**config.mk**
```make
export PLATFORM = sky130hd
export DESIGN_NAME = rgb_lamp_mode_and_fade_controller
export DESIGN_NICKNAME = d
export VERILOG_FILES = /design/src/rlmf_pkg.sv /design/src/rlmf_in_stage.sv /design/src/rlmf_core.sv /design/src/rgb_lamp_mode_and_fade_controller.sv
export SDC_FILE = /design/constraint.sdc
export NUM_CORES = 1
export LEC_CHECK = 0
export ABC_AREA = 1
export BUFFER_PORTS_ARGS = -buffer_cell sky130_fd_sc_hd__buf_2
export CAP_MARGIN = 20
export CORE_MARGIN = 4
export CORE_UTILIZATION = 35
export CTS_BUF_LIST = sky130_fd_sc_hd__clkbuf_4
export DETAILED_ROUTE_END_ITERATION = 8
export PLACE_DENSITY_LB_ADDON = 0.12
export SYNTH_ARGS = -nofsm -noshare
export SYNTH_HDL_FRONTEND = slang
export SYNTH_SLANG_ARGS = --single-unit
```
**constraint.sdc**
```tcl
create_clock -name clk_i -period 14.7 [get_ports clk_i]
set_input_delay 2.205 -clock clk_i [delete_from_list [all_inputs] [get_ports clk_i]]
set_output_delay 2.205 -clock clk_i [all_outputs]
set_load 0.01 [all_outputs]
```
**src/rlmf_pkg.sv**
```systemverilog
// Shared types, codes and the party palette for the RGB lamp controller.
package rlmf_pkg;

  localparam logic [1:0] KIND_KNOB   = 2'd0;
  localparam logic [1:0] KIND_TICK   = 2'd1;
  localparam logic [1:0] KIND_BUTTON = 2'd2;

  localparam logic [1:0] MODE_KNOB  = 2'd0;
  localparam logic [1:0] MODE_RED   = 2'd1;
  localparam logic [1:0] MODE_PARTY = 2'd2;

  localparam logic [7:0] FULL_LEVEL_RST = 8'd250;

  localparam logic [7:0] HUE_RED_LO   = 8'd5;
  localparam logic [7:0] HUE_GREEN_LO = 8'd85;
  localparam logic [7:0] HUE_BLUE_LO  = 8'd170;
  localparam logic [7:0] HUE_RED_HI   = 8'd250;
  localparam logic [1:0] HUE_SLOPE    = 2'd3;

  localparam int unsigned PAL_IDX_W = 5;

  typedef struct packed {
    logic [1:0] kind;
    logic [7:0] hue_sample;
    logic [7:0] brightness_sample;
    logic       red_button;
    logic       party_button;
  } item_t;

  typedef struct packed {
    logic [7:0] red_duty;
    logic [7:0] green_duty;
    logic [7:0] blue_duty;
    logic [7:0] brightness;
    logic [1:0] mode;
  } result_t;

  function automatic logic [23:0] palette_color(input logic [PAL_IDX_W-1:0] idx);
    logic [23:0] c;
    unique case (idx)
      5'd0:  c = 24'hFF0000;
      5'd1:  c = 24'hE80C7A;
      5'd2:  c = 24'hFD0DFF;
      5'd3:  c = 24'hA700E8;
      5'd4:  c = 24'h7200FF;
      5'd5:  c = 24'h320CE8;
      5'd6:  c = 24'h0D24FF;
      5'd7:  c = 24'h0053E8;
      5'd8:  c = 24'h009FFF;
      5'd9:  c = 24'h0CCFE8;
      5'd10: c = 24'h0CCFE8;
      5'd11: c = 24'h0DFFD8;
      5'd12: c = 24'h00E881;
      5'd13: c = 24'h00FF46;
      5'd14: c = 24'h0EE80C;
      5'd15: c = 24'h64FF0D;
      5'd16: c = 24'hA4E800;
      5'd17: c = 24'hFFFB00;
      5'd18: c = 24'hE8CE0C;
      5'd19: c = 24'hFFCA0D;
      5'd20: c = 24'hE89E00;
      5'd21: c = 24'hFF9300;
      5'd22: c = 24'hE86B0C;
      5'd23: c = 24'hFF520D;
      5'd24: c = 24'hE82201;
      default: c = 24'h000000;
    endcase
    return c;
  endfunction

  function automatic logic [7:0] step_toward(input logic [7:0] cur, input logic [7:0] tgt);
    logic [7:0] r;
    priority if (cur < tgt) r = cur + 8'd1;
    else if (cur > tgt)     r = cur - 8'd1;
    else                    r = cur;
    return r;
  endfunction

endpackage

```
**src/rlmf_in_stage.sv**
```systemverilog
// Input register stage: captures one beat and holds it until the core takes it.
module rlmf_in_stage import rlmf_pkg::*; (
  input  logic  clk_i,
  input  logic  rst_ni,
  input  logic  in_valid_i,
  input  item_t item_i,
  input  logic  take_i,
  output logic  in_stall_o,
  output logic  valid_o,
  output item_t item_o
);

  logic  valid_q, valid_d;
  item_t item_q, item_d;
  logic  load;

  assign in_stall_o = valid_q && !take_i;
  assign load       = in_valid_i && !in_stall_o;

  always_comb begin
    valid_d = valid_q;
    item_d  = item_q;
    if (take_i) begin
      valid_d = 1'b0;
    end
    if (load) begin
      valid_d = 1'b1;
      item_d  = item_i;
    end
  end

  always_ff @(posedge clk_i or negedge rst_ni) begin
    if (!rst_ni) begin
      valid_q <= 1'b0;
    end else begin
      valid_q <= valid_d;
    end
  end

  always_ff @(posedge clk_i) begin
    item_q <= item_d;
  end

  assign valid_o = valid_q;
  assign item_o  = item_q;

endmodule

```
**src/rlmf_core.sv**
```systemverilog
// Lamp state registers with colour wheel, palette fade and button mode logic.
module rlmf_core import rlmf_pkg::*; #(
  parameter int unsigned NUM_COLOURS = 25
) (
  input  logic       clk_i,
  input  logic       rst_ni,
  input  logic       fire_i,
  input  item_t      item_i,
  input  logic [7:0] full_level_i,
  output result_t    result_o
);

  logic [1:0]           mode_q, mode_d;
  logic [7:0]           red_q, red_d, green_q, green_d, blue_q, blue_d;
  logic [7:0]           bright_q, bright_d;
  logic [PAL_IDX_W-1:0] idx_q, idx_d;
  logic                 red_held_q, red_held_d, party_held_q, party_held_d;

  logic [7:0]           h, off, wheel_lvl;
  logic [9:0]           prod;
  logic [23:0]          target;
  logic [7:0]           step_r, step_g, step_b;
  logic [PAL_IDX_W:0]   idx_inc;
  logic                 red_on, party_on;

  always_comb begin
    h = item_i.hue_sample;
    priority if (h > HUE_RED_LO && h <= HUE_GREEN_LO) off = 8'd0;
    else if (h > HUE_GREEN_LO && h <= HUE_BLUE_LO)    off = HUE_GREEN_LO;
    else                                              off = HUE_BLUE_LO;
    prod      = 10'(h - off) * 10'(HUE_SLOPE);
    wheel_lvl = ({2'b00, full_level_i} > prod) ? 8'(full_level_i - prod[7:0]) : 8'd0;
  end

  assign target  = palette_color(idx_q);
  assign step_r  = step_toward(red_q, target[23:16]);
  assign step_g  = step_toward(green_q, target[15:8]);
  assign step_b  = step_toward(blue_q, target[7:0]);
  assign idx_inc = {1'b0, idx_q} + {{PAL_IDX_W{1'b0}}, 1'b1};

  always_comb begin
    mode_d       = mode_q;
    red_d        = red_q;
    green_d      = green_q;
    blue_d       = blue_q;
    bright_d     = bright_q;
    idx_d        = idx_q;
    red_held_d   = red_held_q;
    party_held_d = party_held_q;
    red_on       = (mode_q == MODE_RED);
    party_on     = (mode_q == MODE_PARTY);
    if (fire_i) begin
      unique case (item_i.kind)
        KIND_KNOB: begin
          if (mode_q == MODE_KNOB) begin
            bright_d = item_i.brightness_sample;
            priority if (h > HUE_RED_LO && h <= HUE_GREEN_LO) begin
              red_d   = wheel_lvl;
              green_d = full_level_i - wheel_lvl;
              blue_d  = 8'd0;
            end else if (h > HUE_GREEN_LO && h <= HUE_BLUE_LO) begin
              green_d = wheel_lvl;
              blue_d  = full_level_i - wheel_lvl;
              red_d   = 8'd0;
            end else if (h > HUE_BLUE_LO && h <= HUE_RED_HI) begin
              blue_d  = wheel_lvl;
              red_d   = full_level_i - wheel_lvl;
              green_d = 8'd0;
            end else begin
              red_d   = full_level_i;
              green_d = 8'd0;
              blue_d  = 8'd0;
            end
          end
        end
        KIND_TICK: begin
          if (mode_q == MODE_PARTY) begin
            red_d   = step_r;
            green_d = step_g;
            blue_d  = step_b;
            if (step_r == target[23:16] && step_g == target[15:8] &&
                step_b == target[7:0]) begin
              idx_d = idx_inc[PAL_IDX_W-1:0];
              if ({1'b0, idx_inc[PAL_IDX_W-1:0]} >= (PAL_IDX_W+1)'(NUM_COLOURS)) begin
                idx_d = '0;
              end
            end
          end
        end
        KIND_BUTTON: begin
          if (item_i.red_button && !red_held_q) begin
            party_on   = 1'b0;
            red_on     = !red_on;
            red_held_d = 1'b1;
          end else begin
            red_held_d = 1'b0;
          end
          if (item_i.party_button && !party_held_q) begin
            red_on       = 1'b0;
            party_on     = !party_on;
            party_held_d = 1'b1;
          end else begin
            party_held_d = 1'b0;
          end
          mode_d = red_on ? MODE_RED : (party_on ? MODE_PARTY : MODE_KNOB);
          if (mode_d != mode_q) begin
            if (mode_d == MODE_RED) begin
              red_d    = full_level_i;
              green_d  = 8'd0;
              blue_d   = 8'd0;
              bright_d = 8'd0;
            end else if (mode_d == MODE_PARTY) begin
              red_d   = 8'd0;
              green_d = 8'd0;
              blue_d  = 8'd0;
            end
          end
        end
        default: begin
        end
      endcase
    end
  end

  always_ff @(posedge clk_i or negedge rst_ni) begin
    if (!rst_ni) begin
      mode_q       <= MODE_KNOB;
      red_q        <= 8'd0;
      green_q      <= 8'd0;
      blue_q       <= 8'd0;
      bright_q     <= 8'd0;
      idx_q        <= '0;
      red_held_q   <= 1'b0;
      party_held_q <= 1'b0;
    end else begin
      mode_q       <= mode_d;
      red_q        <= red_d;
      green_q      <= green_d;
      blue_q       <= blue_d;
      bright_q     <= bright_d;
      idx_q        <= idx_d;
      red_held_q   <= red_held_d;
      party_held_q <= party_held_d;
    end
  end

  assign result_o = '{red_duty: red_q, green_duty: green_q, blue_duty: blue_q,
                      brightness: bright_q, mode: mode_q};

endmodule

```
**src/rgb_lamp_mode_and_fade_controller.sv**
```systemverilog
// Top level of the RGB lamp mode and fade controller.
// One result beat per input beat, one beat per cycle sustained while the result
// is not stalled. A beat passes the input register, then the state and result
// register. The lamp state registers are the result register, so a stalled
// result holds the state and the input side takes one more beat before stalling.
// Kind 0 applies a knob sample in knob mode, kind 1 fades one step toward the
// current palette colour in party mode, kind 2 updates buttons and mode.
module rgb_lamp_mode_and_fade_controller import rlmf_pkg::*; #(
  parameter int unsigned NUM_COLOURS = 25
) (
  input  logic       clk_i,
  input  logic       rst_ni,
  input  logic       cfg_we_i,
  input  logic [7:0] cfg_wdata_i,
  input  logic       in_valid_i,
  output logic       in_stall_o,
  input  logic [1:0] kind_i,
  input  logic [7:0] hue_sample_i,
  input  logic [7:0] brightness_sample_i,
  input  logic       red_button_i,
  input  logic       party_button_i,
  output logic       out_valid_o,
  input  logic       out_stall_i,
  output logic [7:0] red_duty_o,
  output logic [7:0] green_duty_o,
  output logic [7:0] blue_duty_o,
  output logic [7:0] brightness_o,
  output logic [1:0] mode_o
);

  logic [7:0] full_level_q;
  logic       out_valid_q, out_valid_d;
  logic       s1_valid, out_free, fire;
  item_t      item_in, s1_item;
  result_t    result;

  always_ff @(posedge clk_i or negedge rst_ni) begin
    if (!rst_ni) begin
      full_level_q <= FULL_LEVEL_RST;
    end else if (cfg_we_i) begin
      full_level_q <= cfg_wdata_i;
    end
  end

  assign item_in  = '{kind: kind_i, hue_sample: hue_sample_i,
                      brightness_sample: brightness_sample_i,
                      red_button: red_button_i, party_button: party_button_i};
  assign out_free = !out_valid_q || !out_stall_i;
  assign fire     = s1_valid && out_free;

  rlmf_in_stage u_in_stage (
    .clk_i      (clk_i),
    .rst_ni     (rst_ni),
    .in_valid_i (in_valid_i),
    .item_i     (item_in),
    .take_i     (fire),
    .in_stall_o (in_stall_o),
    .valid_o    (s1_valid),
    .item_o     (s1_item)
  );

  rlmf_core #(
    .NUM_COLOURS (NUM_COLOURS)
  ) u_core (
    .clk_i        (clk_i),
    .rst_ni       (rst_ni),
    .fire_i       (fire),
    .item_i       (s1_item),
    .full_level_i (full_level_q),
    .result_o     (result)
  );

  always_comb begin
    out_valid_d = out_valid_q;
    if (out_free) begin
      out_valid_d = fire;
    end
  end

  always_ff @(posedge clk_i or negedge rst_ni) begin
    if (!rst_ni) begin
      out_valid_q <= 1'b0;
    end else begin
      out_valid_q <= out_valid_d;
    end
  end

  assign out_valid_o  = out_valid_q;
  assign red_duty_o   = result.red_duty;
  assign green_duty_o = result.green_duty;
  assign blue_duty_o  = result.blue_duty;
  assign brightness_o = result.brightness;
  assign mode_o       = result.mode;

  a_stall_needs_item: assert property (@(posedge clk_i) disable iff (!rst_ni)
    in_stall_o |-> s1_valid)
    else $error("input stalled with empty input stage");

  a_fire_gives_beat: assert property (@(posedge clk_i) disable iff (!rst_ni)
    fire |=> out_valid_o)
    else $error("processed beat not presented");

  a_state_holds: assert property (@(posedge clk_i) disable iff (!rst_ni)
    !fire |=> ($stable(mode_o) && $stable(red_duty_o) && $stable(brightness_o)))
    else $error("lamp state changed without a beat");

  a_red_entry: assert property (@(posedge clk_i) disable iff (!rst_ni)
    (fire && mode_o != MODE_RED) |=> (mode_o != MODE_RED || brightness_o == 8'd0))
    else $error("red mode entered with nonzero brightness");

endmodule
```
==> flow_metrics.tcl, run 1 <==
set metrics [dict create \
    post-synth-top-area-cell "sky130_fd_sc_hd__nand2_1" \
    setup_ws_ns 7.91 \
    mostFrequentLayoutCells "308 x sky130_fd_sc_hd__nand2_1, 186 x sky130_fd_sc_hd__inv_1, 100 x sky130_fd_sc_hd__nor2_1" \
    clock_latency_ns 0.46 \
    initial_cell_density_of_the_core 0.354 \
    route.antenna.remaining_nets 0 \
    remaining_drc_errors 0 \
    most_common_cell_after_layout_fill_and_taps_aside "sky130_fd_sc_hd__nand2_1" \
    final_nets 1334 \
    synth.cell_area_sq_mm 0.00770 \
    final_util 0.385 \
    critical_path.slowest_cell "sky130_fd_sc_hd__edfxtp_1" \
    gpl.final_weighted_congestion 0.877 \
    fin_tns_setup_ns 0 \
    path_max_fanout 22 \
    number_of_flops_mapped_to_enable_cells_by_yosys 20 \
    post_route_met1_wirelength_mm 11.1 \
    reg2reg_setup_slack_ns 7.91 \
    dr.max_layer_used "met4" \
    grt_antenna_before_repair 2 \
    cts.root.buffer_cell "sky130_fd_sc_hd__clkbuf_4" \
    gate_count_of_the_mapped_netlist 1172 \
    first_global_vias 7095 \
    final_period_minus_worst_setup_slack_ns 6.79 \
    worstMarginPinSlew_ns 0.922 \
    maximum_number_of_pins_on_one_net_before_global_route_repair 52 \
    cts.htree.levels 3 \
    synth_compound_area_frac 0.148 \
    slew_headroom 0.384 \
    synth_cell_types 51 \
    p_leak_nw 4.39 \
    final_layout_size_suffix_gt1_frac 0.107 \
    synthTopCellsByArea "sky130_fd_sc_hd__nand2_1 15%, sky130_fd_sc_hd__dfrtp_1 15%, sky130_fd_sc_hd__ha_1 12%" \
    slew_violations 0 \
    die_area_sq_mm 0.0244 \
    period_utilization_post_route 0.462 \
    synth_adder_area_share 0.127 \
    synthToLayoutAreaGrowth_pct 8.79 \
    placement_rows 54 \
    fmax_mhz 147 \
    yosysSeqAreaShare 0.245 \
    die_w_um 156 \
    clk_pin_slew_ns 0.15 \
    synth-xor-area-share 0.0409 \
    clock-sinks 71 \
    synth_area_per_cell_sq_um 6.57 \
    synth_flop_cell "sky130_fd_sc_hd__dfrtp_1" \
    floorplan.die.height_um 156 \
    yosys-mux-area-fraction 0.00146 \
    final-setup-viol-count 0 \
    wl_per_cell_um 15.2 \
    postCtsSetupBuffers 0 \
    hold_path.class "flop to flop" \
    critical-path-top-cell-by-count "sky130_fd_sc_hd__nand2_1" \
    crit_arrival_ns 7.13 \
    met3WireLength_um 997 \
    cpPeakStageDelay_ns 0.47 \
    grt.total_usage 0.191 \
    synth_warnings 0 \
    power_dens_cells_mw_per_mm2 197 \
    syn_nets 1281 \
    end_kind "flop" \
    drtIter0Drc 419 \
    total_number_of_vias 7566 \
    tritoncts "built" \
    hold_viol_final 0 \
    dr.pass1.iters 5 \
    combinational_family_with_the_most_area_after_synthesis "simple AND/OR/NAND/NOR gates" \
    clock_tree_buf_depth 2 \
    number_of_input_and_output_port_buffers_inserted 68 \
    status "finished, final reports clean" \
    hold_buffers 0 \
    core_region_area_sq_mm 0.0218 \
    grt_first_pass_wirelength_mm 37.7 \
    drt_wl_total_mm 23.0 \
    wire_length_on_met2_mm 10.5 \
    ys_seq_elements 71 \
    synth_top_area_share 0.150 \
    clock_skew_ns 0.0298 \
    maxCapViolCount 0 \
    rsz0062_at_grt "no" \
    via_per_inst 5.00 \
    grt_overflow_total 0 \
    setup.worst_path.start_class "flop" \
    timing.setup.critical_path_class "flop to flop" \
    dp_worst_slack_ns 7.95 \
    cts_made_buffers 9 \
    power.ir.vdd_worst_uv 73.2 \
    cts.repair.resized 0 \
    cp_data_required_time_ns 15.04 \
    ys_async_sr_fraction 0.718 \
    dpl.hpwl_mm 18.7 \
    synth-simple-area-share 0.323 \
    boundaryPins 69 \
]
==> cell families after synthesis <==
family	count (synthesis)
flops	71
buf+inv	221
mux	1
simple gates	567
compound gates	200
fa+ha+maj	76
xor+xnor	36
==> cells in the mapped netlist (2+ instances only) <==
cell,n
sky130_fd_sc_hd__o21bai_1,2
sky130_fd_sc_hd__nand2_2,5
sky130_fd_sc_hd__nand3b_1,7
sky130_fd_sc_hd__clkbuf_1,12
sky130_fd_sc_hd__nor3_2,3
sky130_fd_sc_hd__o22ai_1,10
sky130_fd_sc_hd__a32oi_1,2
sky130_fd_sc_hd__nand3_2,5
sky130_fd_sc_hd__nor2_4,4
sky130_fd_sc_hd__fa_1,4
sky130_fd_sc_hd__buf_2,8
sky130_fd_sc_hd__nor2_1,100
sky130_fd_sc_hd__dfrtp_1,45
sky130_fd_sc_hd__nand2_1,308
sky130_fd_sc_hd__or2_2,4
sky130_fd_sc_hd__a21o_1,2
sky130_fd_sc_hd__nand4_1,19
sky130_fd_sc_hd__nand3_1,80
sky130_fd_sc_hd__inv_1,186
sky130_fd_sc_hd__a31oi_1,9
sky130_fd_sc_hd__nor3_1,13
sky130_fd_sc_hd__xnor2_1,6
sky130_fd_sc_hd__edfxtp_1,20
sky130_fd_sc_hd__ha_1,72
sky130_fd_sc_hd__o21ai_0,72
sky130_fd_sc_hd__a22oi_1,8
sky130_fd_sc_hd__o211ai_1,11
sky130_fd_sc_hd__buf_4,2
sky130_fd_sc_hd__or2_1,3
sky130_fd_sc_hd__buf_6,5
sky130_fd_sc_hd__inv_2,6
sky130_fd_sc_hd__a21oi_1,62
sky130_fd_sc_hd__o221ai_1,3
sky130_fd_sc_hd__nor4_1,3
sky130_fd_sc_hd__o21ai_2,2
sky130_fd_sc_hd__nor2_2,9
sky130_fd_sc_hd__xor2_1,30
sky130_fd_sc_hd__o21a_1,2
sky130_fd_sc_hd__dfstp_2,6
sky130_fd_sc_hd__o21ai_1,11
==> worst paths after layout <==
kind / cells after the start / to / startpoint
min in group asynchronous: 2 / u_core.green_q[2] / rst_ni
min: 2 / u_core.bright_q[2] / u_in_stage.item_o[4]
max reg2reg: 43 / u_core.red_q[6] / u_in_stage.item_o[11]
max: 43 / u_core.red_q[6] / u_in_stage.item_o[11]
max in group asynchronous: 2 / u_core.mode_q[1] / rst_ni
min reg2reg: 2 / u_core.bright_q[2] / u_in_stage.item_o[4]
==> flip-flops by register name, indices dropped and copies added, names as in the netlist <==
| name | count |
|---|---|
| u_core.blue_q | 8 |
| u_core.bright_q | 8 |
| u_core.idx_q | 5 |
| full_level_q | 8 |
| u_core.party_held_q | 1 |
| out_valid_o | 1 |
| u_core.mode_q | 2 |
| u_core.green_q | 8 |
| u_in_stage.valid_o | 1 |
| u_in_stage.item_o | 20 |
| u_core.red_held_q | 1 |
| u_core.red_q | 8 |
==> critical path: cells and delay by family (launching register included) <==
family          cells  cell delay (ns)
flops               1             0.47
simple gates       16             1.79
xor+xnor            3             0.59
fa+ha+maj           5             1.60
compound gates     12             1.53
buf+inv             7             0.73
==> area by class of cell <==
| cell class | count | area, sq um |
|---|---|---|
| Sequential cell | 71 | 1880 |
| Multi-Input combinational cell | 880 | 4930 |
| Antenna cell | 2 | 5.00 |
| Inverter | 194 | 731 |
| Timing Repair Buffer | 69 | 348 |
| Fill cell | 2388 | 13400 |
| Tap cell | 280 | 350 |
| Clock inverter | 7 | 62.6 |
| Clock buffer | 9 | 67.6 |
==> report_power, final <==
group	total (W)	switching, W	internal, W	leakage [nW]
registers	0.000351	0.0000917	0.000259	0.809
clock network	0.000127	0.0000761	0.0000505	0.0688
logic	0.00117	0.000764	0.000407	3.51
total	0.00165	0.000932	0.000716	4.39
==> through the flow <==
stage | std cells | power (W) | hold WS [ns] | cell area, sq um
floorplan | 1172 | 0.00121 | 0.434 | 7700
global placement | 1494 | 0.00153 | 0.456 | 8250
detailed placement | 1494 | 0.00153 | 0.462 | 8250
CTS | 1510 | 0.00166 | 0.479 | 8380
global route | 1512 | 0.00185 | 0.537 | 8380
finish | 1512 | 0.00165 | 0.463 | 8380
==> layer usage <==
| layer | vias up | global-route usage |
|---|---|---|
| li1 | 3935 | - |
| met1 | 3447 | 0.270 |
| met2 | 163 | 0.308 |
| met3 | 21 | 0.0268 |
| met4 | 0 | 0.0483 |
| met5 | - | 0 |
No activity file was read; power rests on OpenSTA's default activity.
==> inputs of run 2 (changes only) <==
- clock period: 14.7 -> 5.61 ns (I/O delays scaled with it)
==> run 2 against run 1 <==
Net effect: critical path type unchanged; hold slack better by 0.0040 ns; first-iteration DRC count increased by 5.3%; clock power grew to 2.7 times the previous value; non-clock buffer count grew 64; count of clock-buffer cells in the layout grew 1.
==> flow_metrics.tcl, run 2 (synthesis results as in run 1) <==
set metrics [dict create \
    status "finished, final reports clean" \
    grt_busiest_layer "met2" \
    mostFrequentLayoutCells "287 x sky130_fd_sc_hd__nand2_1, 173 x sky130_fd_sc_hd__inv_1, 98 x sky130_fd_sc_hd__nor2_1" \
    gr-usage-met1 0.267 \
    maximum_number_of_pins_on_one_net_before_global_route_repair 52 \
    placement_rows 54 \
    grt_overflow_total 0 \
    end_kind "flop" \
    power_dens_cells_mw_per_mm2 572 \
    drtIter0Drc 441 \
    largest_register_ffs 20 \
    worstMarginPinSlew_ns 0.948 \
    globalRouteMet3Util 0.0329 \
    final-setup-viol-count 0 \
    grt.total_usage 0.195 \
    via_per_inst 4.99 \
    gpl.final_weighted_congestion 0.912 \
    final_util 0.431 \
    cp_data_required_time_ns 5.97 \
    slew_headroom 0.366 \
    fmax_mhz 181 \
    drt_wl_total_mm 24.1 \
    floorplan.die.height_um 156 \
    most_common_cell_after_layout_fill_and_taps_aside "sky130_fd_sc_hd__nand2_1" \
    synthToLayoutAreaGrowth_pct 21.7 \
    cpPeakStageDelay_ns 0.44 \
    timing.setup.critical_path_class "flop to flop" \
    path_max_fanout 6 \
    worst_path_dominant_cell_family "simple AND/OR/NAND/NOR gates" \
    fillCellCount 2312 \
    clk_pin_slew_ns 0.15 \
    period_utilization_post_route 0.984 \
    critical_path.slowest_cell "sky130_fd_sc_hd__edfxtp_1" \
    fin_tns_setup_ns 0 \
    critical_path_buf_inv_count 6 \
    rsz0062_at_grt "yes" \
    clock_latency_ns 0.46 \
    wl_per_cell_um 15.3 \
    boundaryPins 69 \
    cts.root.buffer_cell "sky130_fd_sc_hd__clkbuf_4" \
    maxCapViolCount 0 \
    dpl.hpwl_mm 18.8 \
    crit_arrival_ns 5.88 \
    setup.worst_path.start_class "flop" \
    core_region_area_sq_mm 0.0218 \
    grt_antenna_before_repair 0 \
    number_of_input_and_output_port_buffers_inserted 68 \
    power.ir.vdd_worst_uv 240 \
    first_global_vias 7360 \
    cts_made_buffers 9 \
    final_layout_size_suffix_gt1_frac 0.216 \
    tritoncts "built" \
    die_area_sq_mm 0.0244 \
    remaining_drc_errors 0 \
    final_nets 1398 \
    hold_path.class "input port to asynchronous set/reset pin" \
    die_w_um 156 \
    clock_skew_ns 0.0274 \
    layout.cell_area.non_filler_sq_mm 0.00937 \
    clock-sinks 71 \
    clock_tree_buf_depth 2 \
    initial_cell_density_of_the_core 0.354 \
    dr.pass1.iters 5 \
    hold_buffers 0 \
    grt_first_pass_wirelength_mm 38.5 \
    cts.htree.levels 3 \
    dpl_cell_area_sq_mm 0.00855 \
    slew_violations 0 \
    groute.layer.met2.usage 0.322 \
    final_period_minus_worst_setup_slack_ns 5.52 \
    total_number_of_vias 7855 \
    antenna_cells 0 \
    p_leak_nw 4.78 \
    route.antenna.remaining_nets 0 \
    worst_hold_slack_ns 0.467 \
    hold_viol_final 0 \
]
## run 2: cell types whose count changed in the layout (fill, tap and decap cells not counted), moves of 12 or more
cell / before / now
sky130_fd_sc_hd__nand2_2: 5 / 22
sky130_fd_sc_hd__o21ai_0: 72 / 60
sky130_fd_sc_hd__buf_4: 1 / 57
sky130_fd_sc_hd__nand2_1: 308 / 287
sky130_fd_sc_hd__inv_2: 6 / 18
sky130_fd_sc_hd__inv_1: 186 / 173
## run 2: metrics by stage
stage / setup WS, ns / std cells / total power, W
4_1_cts: 0.000233 / 1551 / 0.00472
3_5_place_dp: -0.148 / 1534 / 0.00433
6_report: 0.0886 / 1574 / 0.00536
5_1_grt: -0.389 / 1574 / 0.00590
3_3_place_gp: -0.0618 / 1534 / 0.00432
2_1_floorplan: 0.0155 / 1172 / 0.00317
## run 2: what timing repair did
action / CTS / global route
endpoints found under the setup margin: 10 / 18
setup buffers: 1 / 24
resized for setup: 10 / 108
pin swaps: 3 / 49
hold endpoints to repair: 0 / 0
cloned: 0 / 1
## run 2: worst paths after layout
kind,start,end,slack (ns),depth (start not counted)
min reg2reg,u_in_stage.item_o[6],u_core.bright_q[4],0.48,2
max in group asynchronous,rst_ni,u_core.blue_q[6],4.61,2
max,u_in_stage.item_o[13],u_core.red_q[6],0.09,38
min,rst_ni,u_core.idx_q[3],0.47,2
max reg2reg,u_in_stage.item_o[13],u_core.red_q[6],0.09,38
min in group clk_i,u_in_stage.item_o[6],u_core.bright_q[4],0.48,2
## run 2: layout make-up
type                            instances  area, sq um  area share
Multi-Input combinational cell        880         5390       0.575
Clock buffer                           10         75.1     0.00801
Sequential cell                        71         1880       0.201
Timing Repair Buffer                  133          881      0.0940
Tap cell                              280          350      0.0374
Inverter                              194          733      0.0782
Clock inverter                          6         62.6     0.00667
## run 2: worst reg2reg max path, delay by kind of cell, from the launching register on
family	cells	cell delay (ns)
flops	1	0.44
simple gates	16	1.50
fa+ha+maj	4	1.31
buf+inv	6	0.65
xor+xnor	3	0.55
compound gates	9	1.01
## run 2: routing by layer
layer | vias to the layer above | share of wire
met5 | - | 0
li1 | 4062 | -
met3 | 27 | 0.047
met4 | 0 | 0.017
met1 | 3592 | 0.46
met2 | 174 | 0.47
## run 2: where the power goes
group / switching, W / internal, W
Sequential: 0.000240 / 0.000678
Clock: 0.000208 / 0.000139
Combinational: 0.00239 / 0.00170
Total: 0.00284 / 0.00252
==> inputs of run 3 (changes only) <==
- CORE_MARGIN: 4 -> 5
- CTS_CLUSTER_SIZE: not set -> 20
- REMOVE_ABC_BUFFERS: not set -> 1
==> run 3 against run 2 <==
Net effect: sequential power rose by 0.5%; fmax barely moved; global-route usage fell by 0.30 points; largest cell class unchanged; highest routed layer is now met5; worst setup slack got worse by 0.0017 ns.
==> flow_metrics.tcl, run 3 (synthesis results as in run 1) <==
set metrics [dict create \
    grt_overflow_total 0 \
    drtIter0Drc 425 \
    int_power_w 0.00238 \
    timing.reg2reg.worst_path_depth 40 \
    placement_rows 54 \
    most_common_cell_after_layout_fill_and_taps_aside "sky130_fd_sc_hd__nand2_1" \
    hold_path_end "u_core.bright_q[5]" \
    dp_worst_slack_ns -0.101 \
    final-setup-viol-count 0 \
    clock_tree_buf_depth 2 \
    via_per_inst 5.01 \
    p_comb_frac 0.750 \
    worstMarginPinSlew_ns 0.829 \
    fillCellCount 2368 \
    hold_path_startpoint "u_in_stage.item_o[7]" \
    clock_skew_ns 0.0246 \
    largest_register_ffs 20 \
    slew_violations 0 \
    clock_latency_ns 0.46 \
    tritoncts "built" \
    switching_share 0.532 \
    path_max_fanout 5 \
    boundaryPins 69 \
    slew_headroom 0.444 \
    p_switching_w 0.00271 \
    final_period_minus_worst_setup_slack_ns 5.52 \
    wl_per_cell_um 15.4 \
    setup_ws_ns 0.0868 \
    total_power_w 0.00509 \
    remaining_drc_errors 0 \
    worst_hold_slack_ns 0.472 \
    initial_cell_density_of_the_core 0.354 \
    cts.htree.levels 3 \
    gpl.final_weighted_congestion 0.916 \
    power.ir.vdd_worst_uv 251 \
    status "finished, final reports clean" \
    cpPeakStageDelay_ns 0.40 \
    p_clk_frac 0.068 \
    critical-path-top-cell-by-count "sky130_fd_sc_hd__nand2_1" \
    reg2reg_setup_slack_ns 0.09 \
    rsz0062_at_grt "yes" \
    dr.pass1.iters 5 \
    crit_arrival_ns 5.87 \
    worst_r2r_startpoint "u_in_stage.item_o[11]" \
    power_dens_cells_mw_per_mm2 558 \
    route.antenna.remaining_nets 0 \
    period_utilization_post_route 0.985 \
    cp_data_required_time_ns 5.95 \
    final_layout_size_suffix_gt1_frac 0.193 \
    grt.total_usage 0.192 \
    timing.setup.critical_path_class "flop to flop" \
    cts_made_buffers 9 \
    hold_viol_final 0 \
    clk_pin_slew_ns 0.14 \
    reg2reg_to "u_core.green_q[6]" \
    setup.worst_path.start_class "flop" \
    synthToLayoutAreaGrowth_pct 18.4 \
    dpl.hpwl_mm 19.1 \
    die_area_sq_mm 0.0251 \
    grt_antenna_before_repair 2 \
    end_kind "flop" \
    clock-sinks 71 \
    grt_first_pass_wirelength_mm 38.4 \
    cts.root.buffer_cell "sky130_fd_sc_hd__clkbuf_4" \
    total_number_of_vias 7853 \
    die_w_um 158 \
    floorplan.die.height_um 158 \
    critical_path.slowest_cell "sky130_fd_sc_hd__fa_2" \
    maximum_number_of_pins_on_one_net_before_global_route_repair 52 \
    fmax_mhz 181 \
    mostFrequentLayoutCells "300 x sky130_fd_sc_hd__nand2_1, 177 x sky130_fd_sc_hd__inv_1, 98 x sky130_fd_sc_hd__nor2_1" \
    min_path_cells 2 \
    first_global_vias 7345 \
    final_util 0.419 \
    hold_path.class "flop to flop" \
    power.sequential.fraction 0.182 \
    p_leak_nw 4.69 \
    final_nets 1389 \
    drt_wl_total_mm 24.1 \
    number_of_input_and_output_port_buffers_inserted 68 \
    maxCapViolCount 0 \
    core_region_area_sq_mm 0.0218 \
]
## run 3: changes by cell type in the layout (fill, tap and decap cells not counted), sizes merged
cell    previous run  this run
buf              132       124
inv              193       195
clkinv             4         3
clkbuf            11         9
diode              0         2
## run 3: area by class of cell
type	count	area [sq um]	area share
multi-input cells	880	5240	0.574
flip-flops and latches	71	1880	0.207
repair buffers	124	773	0.0848
inverters	194	731	0.0801
well taps	280	350	0.0384
clock inverters	7	70.1	0.00768
clock buffers	9	67.6	0.00741
diodes	2	5.00	0.000549
## run 3: what timing repair did
item | CTS | global route
resized for setup | 4 | 70
pin swaps | 2 | 36
buffers inserted | 0 | 7
endpoints found under the setup margin | 7 | 19
hold buffers | 0 | 0
## run 3: stage by stage
| stage | area, sq um | std cells | TNS, ns |
|---|---|---|---|
| global placement | 8620 | 1542 | -0.0177 |
| global route | 9120 | 1567 | -2.78 |
| CTS | 8760 | 1558 | -0.0115 |
| finish | 9120 | 1567 | 0 |
| detailed placement | 8620 | 1542 | -0.357 |
| floorplan | 7550 | 1145 | -0.298 |
## run 3: worst max-delay path, delay by kind of cell, from the launching register on
kind,cells,cell delay (ns)
AOI/OAI and AO/OA,10,1.35
adders and majority gates,5,1.36
buffers and inverters,8,0.70
xor gates and xnor gates,3,0.53
and+or+nand+nor,14,1.09
DFF,1,0.38
## run 3: power by group through the flow
| stage | clock (W) | combinational, W | sequential [W] |
|---|---|---|---|
| after floorplan | 0 | 0.00221 | 0.000903 |
| after global placement | 0 | 0.00345 | 0.000938 |
| after detailed placement | 0 | 0.00346 | 0.000933 |
| after CTS | 0.000360 | 0.00348 | 0.000925 |
| after global routing | 0.000380 | 0.00431 | 0.000951 |
| final | 0.000346 | 0.00382 | 0.000924 |
## run 3: worst max path at each step
| stage | endpoint | slack [ns] | cells past startpoint | from |
|---|---|---|---|---|
| 2_1_floorplan | u_core.red_q[6] | -0.20 | 43 | u_in_stage.item_o[11] |
| 3_3_place_gp | u_core.red_q[7] | -0.01 | 36 | u_in_stage.item_o[13] |
| 3_5_place_dp | u_core.red_q[6] | -0.10 | 43 | u_in_stage.item_o[11] |
| 4_1_cts | u_core.red_q[6] | -0.01 | 43 | u_in_stage.item_o[12] |
| 5_1_grt | u_core.red_q[6] | -0.44 | 43 | u_in_stage.item_o[11] |
| 6_report | u_core.green_q[6] | 0.09 | 40 | u_in_stage.item_o[11] |
## run 3: routing by layer
layer | vias up | wire [um] | share of wire | track usage
met1 | 3629 | 11300 | 0.47 | 0.264
li1 | 4042 | - | - | -
met3 | 23 | 1070 | 0.044 | 0.0332
met4 | 2 | 337 | 0.014 | 0.0406
met2 | 157 | 11400 | 0.47 | 0.318
met5 | - | 11 | 0.00046 | 0
